$ cat config.mk
export PLATFORM = sky130hd
export DESIGN_NAME = sgdct_job_cell
export DESIGN_NICKNAME = d
export VERILOG_FILES = /design/src/sv/sgdct_pkg.sv /design/src/sv/sgdct_job_cell.sv
export SDC_FILE = /design/constraint.sdc
export NUM_CORES = 1
export LEC_CHECK = 0
export ABC_AREA = 1
export ABC_CLOCK_PERIOD_IN_PS = 4900
export BUFFER_PORTS_ARGS = -buffer_cell sky130_fd_sc_hd__clkbuf_2
export CAP_MARGIN = 5
export CELL_PAD_IN_SITES_DETAIL_PLACEMENT = 0
export CELL_PAD_IN_SITES_GLOBAL_PLACEMENT = 1
export CORE_MARGIN = 4
export CORE_UTILIZATION = 33
export CTS_CLUSTER_DIAMETER = 80
export DETAILED_ROUTE_END_ITERATION = 7
export HOLD_SLACK_MARGIN = 0.06
export PLACE_DENSITY_LB_ADDON = 0.2
export SYNTH_ARGS = -nofsm -noshare
export SYNTH_HDL_FRONTEND = slang
export SYNTH_SLANG_ARGS = --single-unit
$ cat constraint.sdc
create_clock -name clk -period 4.9 [get_ports clk]
set_input_delay 0.98 -clock clk [delete_from_list [all_inputs] [get_ports clk]]
set_output_delay 0.98 -clock clk [all_outputs]
set_load 0.01 [all_outputs]
$ cat src/sv/sgdct_pkg.sv
`timescale 1ns / 1ps
package sgdct_pkg;

  localparam logic [1:0] CMD_PUSH_DESC = 2'd0;
  localparam logic [1:0] CMD_PUSH_JOB  = 2'd1;
  localparam logic [1:0] CMD_TRANSFER  = 2'd2;

  typedef struct packed {
    logic [1:0]  cmd;
    logic [31:0] desc_addr;
    logic [31:0] desc_len;
    logic [6:0]  job_blocks;
    logic [31:0] bytes_done;
  } cmd_word_t;

  typedef struct packed {
    logic [5:0] jobs_completed;
    logic [6:0] blocks_retired;
    logic [5:0] pending_jobs;
    logic [6:0] pending_blocks;
    logic       error_flag;
  } result_word_t;

endpackage

$ cat src/sv/sgdct_job_cell.sv
`timescale 1ns / 1ps
module sgdct_job_cell
  import sgdct_pkg::*;
(
  input  logic       clk,
  input  logic       load,
  input  logic [6:0] load_cnt,
  input  logic       shift,
  input  logic [6:0] nbr_cnt,
  input  logic       adjust,
  input  logic [6:0] adj_cnt,
  output logic [6:0] cnt
);

  always_ff @(posedge clk) begin
    if (load) begin
      cnt <= load_cnt;
    end else if (shift) begin
      cnt <= nbr_cnt;
    end else if (adjust) begin
      cnt <= cnt - adj_cnt;
    end
  end

endmodule

After elaboration in Yosys (flattened, before gate mapping)
Cells that the tools add are included.
{ "word_totals": {"register_bits": 7, "word_cells": 6} }
{ "classes": {"addsub": 1, "mux": 3, "reduce_logical": 1} }
{ "op_table": {"columns": ["op", "n"], "rows": [
  ["$mux 7", 3],
  ["$sub 7x7->7", 1],
  ["$reduce_bool 3->1", 1]
]} }

Depth between registers and ports, before layout
{ "depth": {"ltp_word": 4, "mapped_depth": 12, "mapped_depth_nobuf": 12} }

Least setup slack after synthesis
OpenSTA, ideal clock, no wires.
{ "synth_timing": {"path_kind": "input -> register", "startpoint": "input adj_cnt[0]", "endpoint": "register cnt[6], data pin", "setup_ns": 0.252, "t_arrival_ns": 2.007, "slack_ns": 2.641, "stages": 10, "path_buffers": 0, "path_cell_list": "ha_1 fa_1 inv_1 nand2_1 nand2_2 nand3_2 nand3_1 nand3_1 nand2_1 nand2_1"} }
{ "synth_via": {"elab_chain_len": 4} }
{ "synth_rtl": {"columns": ["item", "line_no", "text"], "rows": [
  ["start: declaration", "sgdct_job_cell.sv:11", "input logic [6:0] adj_cnt,"],
  ["$sub 7x7->7", "sgdct_job_cell.sv:21", "cnt <= cnt - adj_cnt;"],
  ["$mux 7", "sgdct_job_cell.sv:20", "end else if (adjust) begin"],
  ["$mux 7", "sgdct_job_cell.sv:18", "end else if (shift) begin"],
  ["$mux 7", "sgdct_job_cell.sv:16", "if (load) begin"],
  ["end signal: assignment", "sgdct_job_cell.sv:17", "cnt <= load_cnt;"],
  ["end signal: assignment", "sgdct_job_cell.sv:19", "cnt <= nbr_cnt;"],
  ["end signal: assignment", "sgdct_job_cell.sv:21", null],
  ["end: declaration", "sgdct_job_cell.sv:12", "output logic [6:0] cnt"]
]} }
No other way between the ends. The select of a mux whose other input is x is not followed.
A chain may end at the register's enable or synchronous reset.

Final worst setup path
Ends and elaborated chain as after synthesis.

==> impl_results.md <==
- Status: completed
- Count leader, synth: nand2_1
- Gate Count Post-Synth: 97
- Initial Util: 35.10%
- Routability Congestion: 0.7002
- Largest net degree at the start of global routing: 14
- Worst R2R Start: cnt[0]
- Top reg by flops: cnt
- Final slew viol count: 0
- Vias in the first global route: 624
- First-pass GRT wire length: 2559 um
- Die height: 53.92 um
- Syn Std Cell Area: 695.7 sq um
- Sequential share of the synthesized area: 30.22%
- Post_cts resized: 0
- Avg Cell Area, Syn: 7.172 sq um
- Power Density: 254.2 nW/um^2
- Slowest-stage cell, CP: fa_1
- Post-Layout Cell Count: 157
- Via count: 697
- RSZ-0062 raised after global routing: false
- Global routing's busiest layer: met2
- Crit Path Max Fanout: 3
- Fraction of layout cells with a size suffix above 1: 30.77%
- Async S/R FF share, synth: 0%
- Die area: 2907 sq um
- Grt ovf: 0
- Final setup viols: 0
- Cell mode on critical path: nand2_1
- Die Wd: 53.92 um
- Fin crit period: 2.168 ns
- Placed cell count: 153
- CP cell instances: clkbuf_2 -> ha_1 -> fa_1 -> inv_1 -> nand2_1 -> nand2_2 -> nand3_2 -> nand3_1 -> nand3_1 -> nand2_1 -> nand2_1
- Post-CTS setup buffer count: 0
- Max reg flops: 7
- I/O Buffers: 31
- Setup crit start kind: input pin
- Clock-pin slew on the worst setup and hold paths: 0.06 ns
- Residual DRC count: 0
- Met3 Resource Use GR: 1.939%
- Worst Setup End Kind: register
- Iter 0 DRT Violations: 13
- Netlist cell types: 20
- Layout Nets: 163
- Initial antenna violation count: 0
- Post-DR wirelength/cell: 10.10 um
- Vias/cell: 4.439
- Worst r2r dst: cnt[6]
- Drt pass-1 iters: 4
- Total GRT Usage: 12.60%
- Post-synth EDFFs: 7
- Max incr delay on CP: 0.36 ns
- Synth area leaders: edfxtp_1, nand2_1, ha_1
- R2r setup slk: 3.17 ns
- Yosys reg bits: 7
- Clk root buf: clkbuf_4
- Num ports: 32
- Largest regs: cnt (7)
- Fin util: 44.82%
- Hold Path Depth: 5
- Row count: 16
- Setup CP Type: in2reg
- Leak: 0.4949 nW
- Clock Sinks: 7
- Met2 GRT Util: 19.35%
- Min-delay src: cnt[6]
- Total Wirelength: 1585 um
- Post-Route Skew: 0.006891 ns
- R2R depth: 11
- Max VDD drop: 0.1129 mV
- Post-Syn Nets: 129
- Worst path arrival time: 2.18 ns
- Area grow syn2layout: 27.70%
- Ys flop type: edfxtp_1
- Total power: 225.8 uW
- Total negative slack: 0 ns
- Worst-margin pin slew: 0.3500 ns
- Antenna Violating Nets Remaining: 0
- Clock buffer depth: 2
- WHS Endpoint: cnt[6]
- Worst hold path type: reg2reg
- Yosys warning total: 0
- Biggest area consumer among synthesized cells: edfxtp_1
- Grt met1 use: 16.44%
- Fmax: 461.2 MHz
- Core ar.: 1982 sq um
- CTS tree: done
- Critical Path RT: 4.91 ns
- Fin crit share: 44.25%
- Area share of the largest cell type after synthesis: 30.22%
- Max-Cap Viols: 0
- CTS H-tree lvls: 1
- Final Hold Viols: 0
- Post-CTS Hold Buffers: 0
- Rel. slew slack: 76.61%
- Diode count: 0
- Commonest cells in the netlist: nand2_1, inv_1, nor2_1, nand3_1
- Dpl hpwl: 1294 um
- Clk Latency, worst-skew pair: 0.26 ns
- Clock buffer count from CTS: 3
-- worst max path at each step --
stage	start	endpoint	slack (ns)	depth (start not counted)
detailed placement	adj_cnt[0]	cnt[6]	2.46	11
global route	adj_cnt[0]	cnt[6]	2.60	11
floorplan	adj_cnt[0]	cnt[6]	2.64	10
finish	adj_cnt[0]	cnt[6]	2.73	11
global placement	adj_cnt[0]	cnt[6]	2.49	11
CTS	adj_cnt[0]	cnt[6]	2.73	11
-- worst max-delay path, delay by kind of cell --
kind / cells / cell delay [ns]
fa+ha+maj: 2 / 0.57
simple gates: 7 / 0.49
buf+inv: 2 / 0.15
-- per-layer routing --
| layer | share of wire (%) | vias to the layer above |
|---|---|---|
| met5 | 0 | - |
| met4 | 1.1 | 0 |
| met3 | 4.4 | 2 |
| met2 | 47 | 19 |
| met1 | 47 | 300 |
| li1 | - | 376 |
-- where the power goes --
group          internal [mW]  total [mW]  switching (mW)
Clock                 0.0313      0.0558          0.0245
Combinational         0.0404      0.0901          0.0497
Sequential            0.0753      0.0799         0.00468
Total                  0.147       0.226          0.0789
-- cell usage in the layout (no fill, tap or decap) --
master / count
a21o_1: 1
or2_4: 1
edfxtp_1: 7
inv_1: 14
clkbuf_1: 1
nand3_1: 9
o21ai_1: 4
nand3_2: 1
clkbuf_4: 3
nand2_2: 1
inv_2: 2
ha_1: 6
or2_1: 1
nand4_1: 1
nand2_1: 25
nor2_1: 11
nand3b_1: 1
clkinv_1: 1
fa_1: 1
xor2_2: 1
a21oi_1: 7
clkbuf_2: 31
-- metrics by stage --
stage / instance area, sq um / setup WS (ns) / hold WS (ns)
2_1_floorplan: 695.7 / 2.641 / 0.8591
3_3_place_gp: 862.1 / 2.486 / 0.8282
3_5_place_dp: 862.1 / 2.458 / 0.8444
4_1_cts: 888.4 / 2.729 / 0.8564
5_1_grt: 888.4 / 2.596 / 0.9378
6_report: 888.4 / 2.732 / 0.8531
-- logic make-up (layout without fill, tap and decap cells) --
group | Yosys count | count (layout) | share of synthesized area (%)
AO/OA/AOI/OAI | 12 | 12 | 8.993
buffers and inverters | 19 | 52 | 12.41
adder cells (fa/ha/maj) | 7 | 7 | 13.67
XOR/XNOR | 1 | 1 | 2.339
flip-flops | 7 | 7 | 30.22
AND/OR/NAND/NOR | 51 | 51 | 32.38
-- area by class of cell --
cell class | instances | area [sq um]
sequential | 7 | 210.2
inverter | 17 | 63.81
fill | 203 | 1094
timing repair buffer | 31 | 155.1
clock buffer | 4 | 26.28
tap | 27 | 33.78
multi-input combinational | 71 | 399.1
No activity file was read; power rests on OpenSTA's default activity.
