### config.mk
export PLATFORM = sky130hd
export DESIGN_NAME = sgdct_desc_cell
export DESIGN_NICKNAME = d
export VERILOG_FILES = /design/src/sv/sgdct_pkg.sv /design/src/sv/sgdct_desc_cell.sv
export SDC_FILE = /design/constraint.sdc
export NUM_CORES = 1
export LEC_CHECK = 0
export BUFFER_PORTS_ARGS = -buffer_cell sky130_fd_sc_hd__buf_2
export CAP_MARGIN = 20
export CORE_AREA = 2 2 105 127
export CTS_CLUSTER_DIAMETER = 120
export DETAILED_ROUTE_END_ITERATION = 16
export DIE_AREA = 0 0 107 129
export GPL_ROUTABILITY_DRIVEN = 0
export GPL_TIMING_DRIVEN = 1
export PLACE_DENSITY = 0.87
export SETUP_SLACK_MARGIN = 0.5
export SKIP_CTS_REPAIR_TIMING = 1
export SLEW_MARGIN = 30
export SYNTH_ARGS = -nofsm -noshare
export SYNTH_HDL_FRONTEND = slang
export SYNTH_SLANG_ARGS = --single-unit
### constraint.sdc
create_clock -name clk -period 3.52 [get_ports clk]
set_clock_uncertainty 0.05 [all_clocks]
set_input_delay 0.528 -clock clk [delete_from_list [all_inputs] [get_ports clk]]
set_output_delay 0.528 -clock clk [all_outputs]
set_load 0.05 [all_outputs]
### src/sv/sgdct_pkg.sv
`timescale 1ns / 1ps
package sgdct_pkg;

  localparam logic [1:0] CMD_PUSH_DESC = 2'd0;
  localparam logic [1:0] CMD_PUSH_JOB  = 2'd1;
  localparam logic [1:0] CMD_TRANSFER  = 2'd2;

  typedef struct packed {
    logic [1:0]  cmd;
    logic [31:0] desc_addr;
    logic [31:0] desc_len;
    logic [6:0]  job_blocks;
    logic [31:0] bytes_done;
  } cmd_word_t;

  typedef struct packed {
    logic [5:0] jobs_completed;
    logic [6:0] blocks_retired;
    logic [5:0] pending_jobs;
    logic [6:0] pending_blocks;
    logic       error_flag;
  } result_word_t;

endpackage

### src/sv/sgdct_desc_cell.sv
`timescale 1ns / 1ps
// one descriptor slot; the row shifts toward slot 0 when the head retires
module sgdct_desc_cell
  import sgdct_pkg::*;
(
  input  logic        clk,
  input  logic        load,
  input  logic [31:0] load_addr,
  input  logic [31:0] load_len,
  input  logic        shift,
  input  logic [31:0] nbr_addr,
  input  logic [31:0] nbr_len,
  input  logic        adjust,
  input  logic [31:0] adj_bytes,
  output logic [31:0] addr,
  output logic [31:0] len
);

  always_ff @(posedge clk) begin
    if (load) begin
      addr <= load_addr;
      len  <= load_len;
    end else if (shift) begin
      addr <= nbr_addr;
      len  <= nbr_len;
    end else if (adjust) begin
      addr <= addr + adj_bytes;
      len  <= len - adj_bytes;
    end
  end

endmodule

After elaboration in Yosys (flattened, before gate mapping)
Cells that the tools add are included.
- register bits: 64
- input bits: 164
- output and inout port bits: 64
- logic and storage cells: 11
- add/subtract/negate cells: 2
- muxes and demuxes: 6
- reductions and logical operators: 1
- operators by type and width (kind ; count):
    $mux 32 ; 6
    $add 32x32->32 ; 1
    $sub 32x32->32 ; 1
    $reduce_bool 3->1 ; 1

Depth between registers and ports, before layout
- word-level depth: 4
- depth in mapped cells: 12
- depth with buffers taken out: 12

Least setup slack after synthesis
OpenSTA, ideal clock, no wires.
- kind: reg-to-reg
- start: register addr[0]
- end: register addr[24], data pin
- setup time: 0.260 ns
- arrival time: 2.914 ns
- data required time: 3.210 ns
- setup slack: 0.296 ns
- cell stages (with the launch flop): 12
- clock period less this slack: 3.224 ns
- path through: edfxtp_1 > ha_1 > fa_1 > a21oi_1 > o211a_1 > o41a_1 > a21oi_2 > nor2_1 > o211ai_2 > a311oi_1 > a221oi_1 > mux2_2
- word-level cells in the longest chain between the ends: 4
- ends and longest elaborated chain (element ; line ; source):
    from (decl) ; sgdct_desc_cell.sv:15 ; output logic [31:0] addr,
    from (signal assigned) ; sgdct_desc_cell.sv:21 ; addr <= load_addr;
    from (signal assigned) ; sgdct_desc_cell.sv:24 ; addr <= nbr_addr;
    from (signal assigned) ; sgdct_desc_cell.sv:27 ; addr <= addr + adj_bytes;
    $add 32x32->32 ; sgdct_desc_cell.sv:27 ;
    $mux 32 ; sgdct_desc_cell.sv:26 ; end else if (adjust) begin
    $mux 32 ; sgdct_desc_cell.sv:23 ; end else if (shift) begin
    $mux 32 ; sgdct_desc_cell.sv:20 ; if (load) begin
Every way passes these cells. The select of a mux whose other input is x is not followed.
A chain may end at the register's enable or synchronous reset.

Worst setup path after layout
- start: register len[0]
- end: register len[26], data pin
- word-level cells in the longest chain between the ends: 4
- ends and longest elaborated chain (element ; line ; source):
    from (decl) ; sgdct_desc_cell.sv:16 ; output logic [31:0] len
    from (signal assigned) ; sgdct_desc_cell.sv:22 ; len <= load_len;
    from (signal assigned) ; sgdct_desc_cell.sv:25 ; len <= nbr_len;
    from (signal assigned) ; sgdct_desc_cell.sv:28 ; len <= len - adj_bytes;
    $sub 32x32->32 ; sgdct_desc_cell.sv:28 ;
    $mux 32 ; sgdct_desc_cell.sv:26 ;
    $mux 32 ; sgdct_desc_cell.sv:23 ;
    $mux 32 ; sgdct_desc_cell.sv:20 ;
Every way passes these cells. The select of a mux whose other input is x is not followed.

==> impl_results.md <==
- Leakage power total: 0.00374 µW
- DR iter-0 viols: 327
- Seq pwr share: 27.0%
- Worst path top cell family by delay: compound AO/OA/AOI/OAI gates
- Synth cell types: between 60 and 70
- Most used cell, CP: o211ai_1
- Arrival time at the worst endpoint: between 3 and 4 ns
- First-pass GRT wire length: around 30000 µm
- Rows: 45
- Syn Area/Cell: slightly below 9 µm²
- Nets: ~1200
- Crit path kind: reg -> reg
- DP Wirelength: around 15000 µm
- Filler cells: 1096
- Met2 usage in global routing: 51.0%
- Final WL: 20200 µm
- Worst-path maximum fanout: 4
- Worst R2R End: len[26]
- Final min period: 3.07 ns
- Max cap viols: 0
- Cells after synthesis: between 700 and 800
- CP Capture Point: len[26]
- Seq/Total Area, Yosys: 30.2%
- Die Wd: approximately 110 µm
- Register Area: between 0.0015 and 0.002 mm²
- Mapped Area: roughly 0.0064 mm²
- Sw Pwr: 1690 µW
- CTS Buf Count: 9
- #FFs+latches synth: 64
- CP endpoint kind: flip-flop
- Sw Share: around 43%
- Starting density of the core: slightly above 50%
- Clk Latency, worst-skew pair: 0.34 ns
- Area delta synth->final: 29.4%
- Max Clock Freq: 0.325 GHz
- Power, Total: between 3000 and 4000 µW
- Worst path max stage delay: about 0.40 ns
- Root Driver: clkbuf_16
- H-tree depth: 3
- GR Overflow Total: 0
- Number of detailed-route iterations in the first pass: 5
- Tot GR Track Use: 27.8%
- Post-synth ARST share: 0%
- Port Buf Inserts: 227
- Crit-path cells: inv_1 -> ha_2 -> fa_1 -> nor2b_2 -> o211ai_1 -> a21oi_2 -> o21ai_2 -> a21o_1 -> a21oi_4 -> buf_4 -> o211ai_1 -> a2111oi_2 -> nor3b_1
- Worst IR Drop VDD: 271 µV
- Final Hold Viols: 0
- R2R setup slack: 0.45 ns
- Vias in the first global route: 6342
- RSZ-0062 raised after global routing: yes
- R2R Path Start: len[0]
- Count of flip-flops with a built-in enable after synthesis: 64
- Setup crit start kind: flip-flop
- Die Y: 129 µm
- Multi-input logic area: about 0.0044 mm²
- Worst Reg-to-Reg Cells: 13
- CTS Sinks: 64
- Initial antenna violation count: 1
- Syn Nets: between 900 and 1000
- Combinational share of power: between 50% and 60%
- CP bufs+invs: 2
- Main synth FF type: edfxtp_1
- Rel. slew slack: 58.6%
- PwrDens: around 470 mW/mm²
- Crit-path slowest cell: fa_1
- Internal power: 2210 µW
- Final setup vio count: 0
- Max Slew Vio Count: 0
- Routed vias/inst: 5.88
- Setup crit start: len[0]
- Routed vias: 6616
- Final ANT Viol Nets: 0
- CORE AREA: 0.0126 mm²
- Wire per inst: 18.0 µm
- Clock power frac: 20.9%
- Global Route met1 Usage: 31.7%
- Drt drc: 0
- Die ar.: 0.0138 mm²
- Busiest grt layer: met2
- Clk pin slew, worst setup/hold paths: roughly 0.060 ns
- Slew @ Worst Pin: 0.619 ns
- Hold crit path type: in -> reg
- Largest net degree at the start of global routing: 57
- Bufs on Longest Clock Path: 2
- WP data required: 3.55 ns
- Ports: 228
- Stages on worst setup path: 13
- Met3 global-route usage: 4.91%
- Status: finished, final reports clean
- Setup TNS: 0 ns
- Layout cells sized above 1: about a third
- Hold slack: roughly 0.41 ns
- Synth warn: 0
- Final Cycle Share: between 80% and 90%
- CTS tree: yes
==> logic make-up after synthesis <==
kind of cell    synth area share [%]
xor+xnor                        6.05
fa+ha+maj                       12.8
buf+inv                         5.32
mux                             1.89
simple gates                    13.5
flops                           30.2
compound gates                  30.3
==> final cells by class <==
| class | instances | area share, % |
|---|---|---|
| timing repair buffer | 247 | 15.8 |
| clock inverter | 5 | 0.288 |
| clock buffer | 11 | 2.82 |
| multi-input combinational | 583 | 53.0 |
| tap | 164 | 2.49 |
| sequential | 64 | 23.3 |
| inverter | 50 | 2.28 |
| antenna | 1 | 0.0304 |
==> flip-flops by register name, summed over array words and instances (netlist names) <==
| signal | flops |
|---|---|
| addr | 32 |
| len | 32 |
==> synthesized netlist by cell type (all sizes together), types with 3 or more instances <==
library cell / n / area share (%)
clkbuf: 28 / 2.0
nand3b: 3 / 0.35
and2: 4 / 0.41
ha: 62 / 12
and4: 3 / 0.41
nor3: 9 / 0.71
edfxtp: 64 / 30
a31oi: 13 / 1.4
xor2: 19 / 2.6
nand2: 76 / 4.5
o211ai: 31 / 3.9
nor2: 28 / 1.6
nor3b: 5 / 0.59
o311ai: 5 / 0.69
mux2i: 3 / 0.47
o31ai: 4 / 0.55
nand4: 3 / 0.29
a211oi: 5 / 0.59
and3: 9 / 0.88
nand2b: 5 / 0.49
or3: 6 / 0.69
o21bai: 10 / 1.2
o21ai: 48 / 3.8
inv: 49 / 2.9
a2111oi: 3 / 0.51
mux2: 8 / 1.4
nor2b: 5 / 0.49
o22ai: 9 / 0.88
o21a: 37 / 4.4
a21o: 26 / 3.1
a21oi: 64 / 5.1
xnor2: 25 / 3.4
a21boi: 6 / 0.71
a22oi: 7 / 0.82
nand3: 16 / 1.3
buf: 3 / 0.41
==> cells in the final DEF (no fill, tap or decap), types with 10 or more instances in the layout <==
cell,synthesis,final
xor2_1,19,19
a21oi_1,62,55
o21a_1,37,37
ha_1,62,52
nand2_1,76,74
buf_2,0,226
o21ai_0,46,41
xnor2_1,25,25
o211ai_1,28,28
edfxtp_1,64,64
inv_1,48,47
a31oi_1,12,11
o21bai_1,10,10
nand3_1,16,16
nor2_1,28,27
a21o_1,24,24
buf_4,2,20
==> routing by layer <==
metal	vias up	routed length (µm)
li1	3198	-
met1	3067	7520
met2	309	10500
met3	42	1650
met4	0	622
met5	-	0
==> metrics by stage <==
step	utilization [%]	instances	setup slack, ns	instance area [µm²]
final	65.6	1125	0.446	8240
after global routing	65.6	1125	0.348	8240
after CTS	63.0	1113	0.372	7910
after detailed placement	61.0	1097	0.164	7650
after global placement	61.0	1097	0.229	7650
after floorplan	-	728	0.366	6380
==> power by group through the flow <==
stage                     combinational, µW  sequential [µW]  clock, µW
after floorplan                        1040             1430          0
after global placement                 1840             1060          0
after detailed placement               1870             1060          0
after CTS                              1890             1040        820
after global routing                   2200             1060        853
final                                  2030             1050        815
==> how the worst min path moves through the flow <==
| stage | start | end | slack (ns) | cells past startpoint |
|---|---|---|---|---|
| 6_report | load_addr[5] | addr[5] | 0.41 | 2 |
| 5_1_grt | load_addr[5] | addr[5] | 0.41 | 2 |
| 4_1_cts | load_addr[5] | addr[5] | 0.40 | 2 |
| 3_5_place_dp | addr[31] | addr[31] | 0.72 | 4 |
| 3_3_place_gp | addr[31] | addr[31] | 0.69 | 4 |
| 2_1_floorplan | load_addr[10] | addr[10] | 0.66 | 1 |
No activity file was read; power rests on OpenSTA's default activity.
